### src/sv/ufr_pkg.sv
// ufr_pkg: shared types and constants for the uart frame receiver
`timescale 1ns / 1ps
`default_nettype none

package ufr_pkg;

  localparam logic [7:0] HDR_FIRST  = 8'hAA;
  localparam logic [7:0] HDR_SECOND = 8'h55;

  typedef enum logic [3:0] {
    PH_HUNT = 4'd0,
    PH_HDR2 = 4'd1,
    PH_CMDH = 4'd2,
    PH_CMDL = 4'd3,
    PH_LENL = 4'd4,
    PH_LENH = 4'd5,
    PH_DATA = 4'd6,
    PH_CR1  = 4'd7,
    PH_CR2  = 4'd8,
    PH_SUM  = 4'd9
  } phase_t;

  typedef enum logic [2:0] {
    ST_MORE     = 3'd0,
    ST_FRAME_OK = 3'd1,
    ST_CSUM_ERR = 3'd2,
    ST_OVERFLOW = 3'd3,
    ST_LINE_ERR = 3'd4
  } status_t;

  typedef struct packed {
    logic [7:0]  received_checksum;
    logic [7:0]  code_second;
    logic [7:0]  code_first;
    logic [15:0] payload_length;
    logic [7:0]  command_low;
    logic [7:0]  command_high;
    logic [15:0] payload_index;
    logic [7:0]  payload_byte;
    logic        payload_valid;
    status_t     status;
  } res_t;

endpackage

`default_nettype wire

### src/sv/ufr_parser.sv
// ufr_parser: frame state machine and per-byte result logic
`timescale 1ns / 1ps
`default_nettype none

module ufr_parser (
  input  wire logic        clk,
  input  wire logic        rst_n,
  input  wire logic        step,
  input  wire logic [7:0]  rx_byte,
  input  wire logic        line_error,
  input  wire logic [15:0] max_payload,
  output ufr_pkg::res_t    res
);
  import ufr_pkg::*;

  phase_t      phase_r, phase_nxt;
  logic [7:0]  xor_r, xor_nxt;
  logic [15:0] cnt_r, cnt_nxt;
  logic [15:0] len_r, len_nxt;
  logic [7:0]  cmdh_r, cmdh_nxt;
  logic [7:0]  cmdl_r, cmdl_nxt;
  logic [7:0]  code1_r, code1_nxt;
  logic [7:0]  code2_r, code2_nxt;

  logic [15:0] cnt_inc;
  logic [15:0] len_full;
  logic        room;

  assign cnt_inc  = cnt_r + 16'd1;
  assign len_full = len_r | {rx_byte, 8'h00};
  assign room     = cnt_r < max_payload;

  // next phase
  always_comb begin
    phase_nxt = phase_r;
    if (!line_error) begin
      unique case (phase_r)
        PH_HUNT: phase_nxt = (rx_byte == HDR_FIRST) ? PH_HDR2 : PH_HUNT;
        PH_HDR2: phase_nxt = (rx_byte == HDR_SECOND) ? PH_CMDH : PH_HUNT;
        PH_CMDH: phase_nxt = PH_CMDL;
        PH_CMDL: phase_nxt = PH_LENL;
        PH_LENL: phase_nxt = PH_LENH;
        PH_LENH: phase_nxt = (len_full != 16'd0) ? PH_DATA : PH_CR1;
        PH_DATA: begin
          if (!room) phase_nxt = PH_HUNT;
          else if (cnt_inc == len_r) phase_nxt = PH_CR1;
          else phase_nxt = PH_DATA;
        end
        PH_CR1:  phase_nxt = PH_CR2;
        PH_CR2:  phase_nxt = PH_SUM;
        PH_SUM:  phase_nxt = PH_HUNT;
        default: phase_nxt = PH_HUNT;
      endcase
    end
  end

  // datapath and result
  always_comb begin
    xor_nxt   = xor_r;
    cnt_nxt   = cnt_r;
    len_nxt   = len_r;
    cmdh_nxt  = cmdh_r;
    cmdl_nxt  = cmdl_r;
    code1_nxt = code1_r;
    code2_nxt = code2_r;
    res.status            = ST_MORE;
    res.payload_valid     = 1'b0;
    res.payload_byte      = 8'h00;
    res.payload_index     = 16'h0000;
    res.received_checksum = 8'h00;
    if (line_error) begin
      res.status = ST_LINE_ERR;
    end else begin
      unique case (phase_r)
        PH_HUNT: begin
          xor_nxt   = (rx_byte == HDR_FIRST) ? rx_byte : 8'h00;
          cnt_nxt   = 16'h0000;
          len_nxt   = 16'h0000;
          cmdh_nxt  = 8'h00;
          cmdl_nxt  = 8'h00;
          code1_nxt = 8'h00;
          code2_nxt = 8'h00;
        end
        PH_HDR2: begin
          if (rx_byte == HDR_SECOND) xor_nxt = xor_r ^ rx_byte;
        end
        PH_CMDH: begin
          cmdh_nxt = rx_byte;
          xor_nxt  = xor_r ^ rx_byte;
        end
        PH_CMDL: begin
          cmdl_nxt = rx_byte;
          xor_nxt  = xor_r ^ rx_byte;
        end
        PH_LENL: begin
          len_nxt = {8'h00, rx_byte};
          xor_nxt = xor_r ^ rx_byte;
        end
        PH_LENH: begin
          len_nxt = len_full;
          xor_nxt = xor_r ^ rx_byte;
        end
        PH_DATA: begin
          if (room) begin
            xor_nxt           = xor_r ^ rx_byte;
            cnt_nxt           = cnt_inc;
            res.payload_valid = 1'b1;
            res.payload_byte  = rx_byte;
            res.payload_index = cnt_r;
          end else begin
            res.status = ST_OVERFLOW;
          end
        end
        PH_CR1: begin
          code1_nxt = rx_byte;
          xor_nxt   = xor_r ^ rx_byte;
        end
        PH_CR2: begin
          code2_nxt = rx_byte;
          xor_nxt   = xor_r ^ rx_byte;
        end
        PH_SUM: begin
          res.received_checksum = rx_byte;
          res.status = (rx_byte == xor_r) ? ST_FRAME_OK : ST_CSUM_ERR;
        end
        default: ;
      endcase
    end
    res.command_high   = cmdh_nxt;
    res.command_low    = cmdl_nxt;
    res.payload_length = len_nxt;
    res.code_first     = code1_nxt;
    res.code_second    = code2_nxt;
  end

  always_ff @(posedge clk) begin
    if (!rst_n) begin
      phase_r <= PH_HUNT;
      xor_r   <= 8'h00;
      cnt_r   <= 16'h0000;
      len_r   <= 16'h0000;
      cmdh_r  <= 8'h00;
      cmdl_r  <= 8'h00;
      code1_r <= 8'h00;
      code2_r <= 8'h00;
    end else if (step) begin
      phase_r <= phase_nxt;
      xor_r   <= xor_nxt;
      cnt_r   <= cnt_nxt;
      len_r   <= len_nxt;
      cmdh_r  <= cmdh_nxt;
      cmdl_r  <= cmdl_nxt;
      code1_r <= code1_nxt;
      code2_r <= code2_nxt;
    end
  end

endmodule

`default_nettype wire

### src/sv/uart_frame_receiver.sv
// uart_frame_receiver: top level of the framed response parser
`timescale 1ns / 1ps
`default_nettype none

// Parses a byte stream of frames laid out as 0xAA 0x55, command high and low,
// a little-endian 16-bit length, the payload, two response code bytes and an
// XOR checksum over all earlier bytes, and returns exactly one result per
// input transaction. One byte is taken every cycle while the result side
// keeps up; each byte passes an input register, then a result register,
// and the rate is set by the frame state machine, which updates once per byte.
// A byte flagged in in_tuser as a line error reports status 4 and leaves the
// parser untouched. max_payload resets to 65535 and is written on cfg_*.
module uart_frame_receiver (
  input  wire logic        clk,
  input  wire logic        rst_n,
  input  wire logic        in_tvalid,
  output      logic        in_tready,
  input  wire logic [7:0]  in_tdata,   // rx_byte
  input  wire logic        in_tuser,   // line_error
  output      logic        out_tvalid,
  input  wire logic        out_tready,
  // payload_byte, payload_index, command_high, command_low, payload_length,
  // code_first, code_second, received_checksum
  output      logic [79:0] out_tdata,
  output      logic [3:0]  out_tuser,  // status[2:0], payload_valid
  input  wire logic        cfg_valid,
  output      logic        cfg_ready,
  input  wire logic [15:0] cfg_data    // max_payload
);
  import ufr_pkg::*;

  logic        in_valid_r;
  logic [7:0]  in_byte_r;
  logic        in_err_r;
  logic        out_valid_r;
  res_t        res, res_r;
  logic [15:0] max_payload_r;
  logic        advance;
  logic        step;

  assign advance   = !out_valid_r || out_tready;
  assign step      = in_valid_r && advance;
  assign in_tready = !in_valid_r || advance;
  assign cfg_ready = 1'b1;

  always_ff @(posedge clk) begin
    if (!rst_n) begin
      max_payload_r <= 16'hFFFF;
    end else if (cfg_valid) begin
      max_payload_r <= cfg_data;
    end
  end

  always_ff @(posedge clk) begin
    if (!rst_n) begin
      in_valid_r <= 1'b0;
    end else if (in_tready) begin
      in_valid_r <= in_tvalid;
    end
  end

  always_ff @(posedge clk) begin
    if (in_tready && in_tvalid) begin
      in_byte_r <= in_tdata;
      in_err_r  <= in_tuser;
    end
  end

  ufr_parser u_parser (
    .clk         (clk),
    .rst_n       (rst_n),
    .step        (step),
    .rx_byte     (in_byte_r),
    .line_error  (in_err_r),
    .max_payload (max_payload_r),
    .res         (res)
  );

  always_ff @(posedge clk) begin
    if (!rst_n) begin
      out_valid_r <= 1'b0;
    end else if (advance) begin
      out_valid_r <= in_valid_r;
    end
  end

  always_ff @(posedge clk) begin
    if (step) begin
      res_r <= res;
    end
  end

  assign out_tvalid = out_valid_r;
  assign out_tuser  = {res_r.payload_valid, res_r.status};
  assign out_tdata  = {res_r.received_checksum, res_r.code_second, res_r.code_first,
                       res_r.payload_length, res_r.command_low, res_r.command_high,
                       res_r.payload_index, res_r.payload_byte};

endmodule

`default_nettype wire

### config.mk
export PLATFORM = sky130hd
export DESIGN_NAME = uart_frame_receiver
export DESIGN_NICKNAME = d
export VERILOG_FILES = /design/src/sv/ufr_pkg.sv /design/src/sv/ufr_parser.sv /design/src/sv/uart_frame_receiver.sv
export SDC_FILE = /design/constraint.sdc
export NUM_CORES = 1
export LEC_CHECK = 0
export BUFFER_PORTS_ARGS = -buffer_cell sky130_fd_sc_hd__buf_2
export CORE_MARGIN = 5
export CORE_UTILIZATION = 40
export CTS_BUF_LIST = sky130_fd_sc_hd__clkbuf_16
export DETAILED_ROUTE_END_ITERATION = 8
export GPL_ROUTABILITY_DRIVEN = 0
export PLACE_DENSITY = 0.64
export SLEW_MARGIN = 30
export SYNTH_ARGS = -nofsm -noshare
export SYNTH_HDL_FRONTEND = slang
export SYNTH_HIERARCHICAL = 1
export SYNTH_SLANG_ARGS = --single-unit
### constraint.sdc
create_clock -name clk -period 6.07 [get_ports clk]
set_input_delay 0.3035 -clock clk [delete_from_list [all_inputs] [get_ports clk]]
set_output_delay 0.3035 -clock clk [all_outputs]
set_load 0.01 [all_outputs]
==> run_results.csv <==
group,metric,value,unit
status,outcome,"finished clean",
timing,fin_tns_setup,0,ps
critical_path,cp-start-kind,"flip-flop",
min_path,worstHoldStart,"in_tdata[3]",
critical_path,cp_data_required_time,6400,ps
grt,first_global_vias,6506,
placement,io_buffer_count,115,
critical_path,cpMaxStageDelayCell,"nor4_1",
timing,finClkSkew,8.926,ps
timing,period_minus_slack,3360,ps
die,fp.dieH,159.5,microns
critical_path,critical_path.cell_chain,"ha_1 -> nand3_1 -> nor4_1 -> xnor2_1 -> o221ai_1 -> or4_1 -> o41ai_1",
critical_path,cp-end-kind,"flip-flop",
drt,drt-total-wl,23590,microns
finish,multi_input_area,0.003839,sq mm
cts,clockBufferDepth,2,
timing,relSlewSlack,35.62,%
yosys,post_syn_nets,962,
critical_path,timing.critical_path.slowest_cell_delay,860,ps
finish,sequential_cell_area,0.004676,sq mm
cts,number_of_buffers_inserted_during_clock_tree_synthesis,17,
critical_path,crit_cells,7,
placement,place_area,0.009585,sq mm
finish,design.final.nets,1027,
job,timing.max_cap.violations,0,
yosys,ys.warnings.count,6,
die,floorplan.die.width,159.5,microns
finish,layout.filler_cells,2109,
drt,dr_total_vias,7088,
finish,area_delta_synth_final,14.25,%
finish,antenna_cells,0,
yosys,syn_avg_cell_area,9.756,sq um
cts,clk_pin_slew,70,ps
timing,final_hold_viol_count,0,
grt,grt_pass1_wl,37310,microns
drt,ant_nets,0,
finish,finish.instance_area,0.01021,sq mm
grt,pin_count_of_the_biggest_net_entering_global_routing,66,
die,core_area,0.02189,sq mm
cts,clock_tree.root_cell,"clkbuf_16",
critical_path,cell_family_contributing_the_most_delay_on_the_critical_path,"simple AND/OR/NAND/NOR gates",
yosys,post_synth_inst_count,916,
cts,cts_tree,"built",
yosys,synth_edf_count,93,
min_path,min_to,"in_byte_r[3]",
critical_path,r2r_slack,2710,ps
grt,antenna_violations_before_repair,1,
pwr,total_power_density_per_cell_area,261.7,mW/mm^2
finish,drive_gt1_share,16.20,%
critical_path,path_buf_inv,0,
critical_path,crit_arrival,3690,ps
cts,post_cts.resized_instances,0,
drt,drtPass1Iterations,5,
grt,gr-total-overflow,0,
cts,clk-insertion-delay-late,430,ps
min_path,worstHoldPathCells,1,
drt,initialDrtViolationCount,762,
yosys,asyncSetResetFlopFracSynth,0,%
yosys,synthesis.area,0.008936,sq mm
critical_path,critical_path.max_fanout,14,
critical_path,criticalPathCategory,"reg2reg",
yosys,share_of_synthesized_area_occupied_by_flip_flops_and_latches,52.31,%
timing,finalSetupViolCount,0,
critical_path,worst_r2r_path_depth,7,
pwr,peakVddDrop,189.9,uV
cts,cts.sink_count,187,
grt,global_route.usage.total,18.12,%
yosys,yosysUniqueCellTypes,58,
critical_path,crit-reg2reg-capture,"u_parser/phase_r[0]",
yosys,synth_seq_cells,187,
timing,actual_slew_at_the_worst_max_slew_pin,958.4,ps
placement,post-dp-hpwl,15900,microns
pwr,p_leak,3.844,nW
timing,rsz_0062_raised_after_global_routing,"false",
die,i_o_pin_cnt,117,
drt,route.detailed.drc,0,
cts,cts_hold_repair.buffers,0,
critical_path,rr_startpoint,"u_parser/cnt_r[0]",
drt,viasPerCell,5.564,
timing,slew_violations,0,
cts,cts.htree.levels,4,
timing,timing.final.crit_share,55.36,%
die,design.die.area,0.02543,sq mm
die,start_util,40.82,%
min_path,worst_hold_path_type,"in2reg",
yosys,yosys_most_used_dff,"dfxtp_1",
cts,post_cts_buffers,0,
die,core.rowCount,54,
pwr,design_power_total,2.672,mW
timing,timing.fmax,297.6,MHz
drt,detail_route.wl_per_cell,18.52,microns
==> cell usage after synthesis (all sizes together), types with 2 or more instances <==
master / n / area, sq um
nor3b: 3 / 22.52
or3: 10 / 62.56
nor4: 10 / 62.56
a21oi: 25 / 125.1
xor2: 12 / 105.1
nand3b: 7 / 52.55
buf: 14 / 103.8
a22o: 23 / 201.4
a21boi: 2 / 15.01
o211ai: 9 / 67.56
o21a: 5 / 37.54
and2: 18 / 112.6
inv: 29 / 108.9
mux2i: 36 / 360.4
o2111ai: 2 / 17.52
o21ai: 43 / 215.2
clkbuf: 62 / 232.7
a2111oi: 2 / 17.52
xnor2: 15 / 131.4
o31ai: 2 / 15.01
a221oi: 3 / 26.28
a21o: 8 / 60.06
edfxtp: 93 / 2793
nand2b: 22 / 137.6
nand3: 32 / 160.2
nor3: 13 / 65.06
and4: 3 / 26.28
a31oi: 15 / 93.84
nor2b: 17 / 106.4
o22ai: 10 / 62.56
or2: 8 / 50.05
a22oi: 32 / 240.2
nand4: 11 / 68.82
nand2: 89 / 334.1
or4: 8 / 60.06
and3: 4 / 25.02
ha: 16 / 200.2
nor2: 95 / 356.6
dfxtp: 94 / 1882
==> state kept, by name (all words and copies together), names as in the netlist, 16 cells and up <==
| signal | cells |
|---|---|
| out_tdata | 80 |
| max_payload_r | 16 |
| u_parser/len_r | 16 |
| u_parser/cnt_r | 16 |
==> report_power, final <==
group | total, mW | internal (mW) | leakage, nW | switching [mW]
Clock | 1.14 | 0.624 | 0.293 | 0.519
Combinational | 0.146 | 0.0475 | 1.93 | 0.0984
Sequential | 1.38 | 1.36 | 1.62 | 0.0261
==> per-layer routing <==
layer	vias to the layer above	routed length (microns)	GRT usage, %
li1	3418	-	-
met1	3337	10900	26.48
met5	-	0	0
met2	299	10420	26.58
met4	0	492	6.243
met3	34	1783	3.909
==> placed cells by master, fill, tap and decap left out, types with 3 or more instances in the layout <==
cell type | synthesis | layout
a21o_1 | 8 | 8
a21oi_1 | 25 | 25
a221oi_1 | 3 | 3
a22o_1 | 23 | 23
a22oi_1 | 32 | 32
a31oi_1 | 15 | 15
and2_1 | 18 | 18
and3_1 | 4 | 4
and4_1 | 3 | 3
buf_2 | 4 | 115
buf_4 | 2 | 7
clkbuf_16 | 0 | 17
clkinv_4 | 0 | 3
dfxtp_1 | 94 | 93
edfxtp_1 | 93 | 93
ha_1 | 16 | 16
inv_1 | 29 | 29
inv_8 | 0 | 5
mux2i_1 | 36 | 36
nand2_1 | 89 | 89
nand2b_1 | 22 | 22
nand3_1 | 32 | 32
nand3b_1 | 7 | 7
nand4_1 | 11 | 11
nor2_1 | 95 | 94
nor2b_1 | 17 | 16
nor3_1 | 13 | 12
nor3b_1 | 3 | 3
nor4_1 | 10 | 10
o211ai_1 | 9 | 9
o21a_1 | 5 | 5
o21ai_0 | 43 | 43
o22ai_1 | 10 | 10
or2_0 | 6 | 6
or3_1 | 10 | 10
or4_1 | 8 | 8
xnor2_1 | 15 | 14
xor2_1 | 12 | 12
==> logic make-up after synthesis <==
family / Yosys count / share of synthesized area (%)
simple gates: 350 / 19.06
compound gates: 194 / 14.69
other cells: 1 / 0.04196
mux: 36 / 4.033
fa+ha+maj: 16 / 2.240
xor+xnor: 27 / 2.646
buf+inv: 105 / 4.984
flops: 187 / 52.31
==> area by class of cell <==
| type | instances | share of cell area [%] |
|---|---|---|
| repair buffers | 122 | 6.152 |
| well taps | 280 | 3.431 |
| clock buffers | 17 | 4.167 |
| inverters | 29 | 1.066 |
| flip-flops and latches | 187 | 45.80 |
| multi-input cells | 624 | 37.60 |
| clock inverters | 15 | 1.789 |
==> how the worst max path moves through the flow <==
stage / start / endpoint / slack, ps
3_3_place_gp: u_parser/cnt_r[11] / out_tdata[15] / 2720
3_5_place_dp: u_parser/cnt_r[2] / out_tdata[15] / 2610
5_1_grt: u_parser/cnt_r[0] / u_parser/phase_r[0] / 2510
4_1_cts: u_parser/cnt_r[14] / out_tdata[15] / 2590
2_1_floorplan: out_tvalid / u_parser/phase_r[0] / 260
6_report: u_parser/cnt_r[0] / u_parser/phase_r[0] / 2710
==> stage by stage <==
| stage | hold slack [ps] | cells | util [%] | setup slack, ps |
|---|---|---|---|---|
| finish | 45.63 | 1274 | 46.64 | 2710 |
| global route | 26.16 | 1274 | 46.64 | 2509 |
| CTS | 27.32 | 1274 | 46.56 | 2589 |
| detailed placement | 460.9 | 1242 | 43.79 | 2615 |
| global placement | 454.1 | 1242 | 43.79 | 2720 |
| floorplan | 402.4 | 916 | - | 257.3 |
Note: power is estimated with default switching activity, not from simulation.
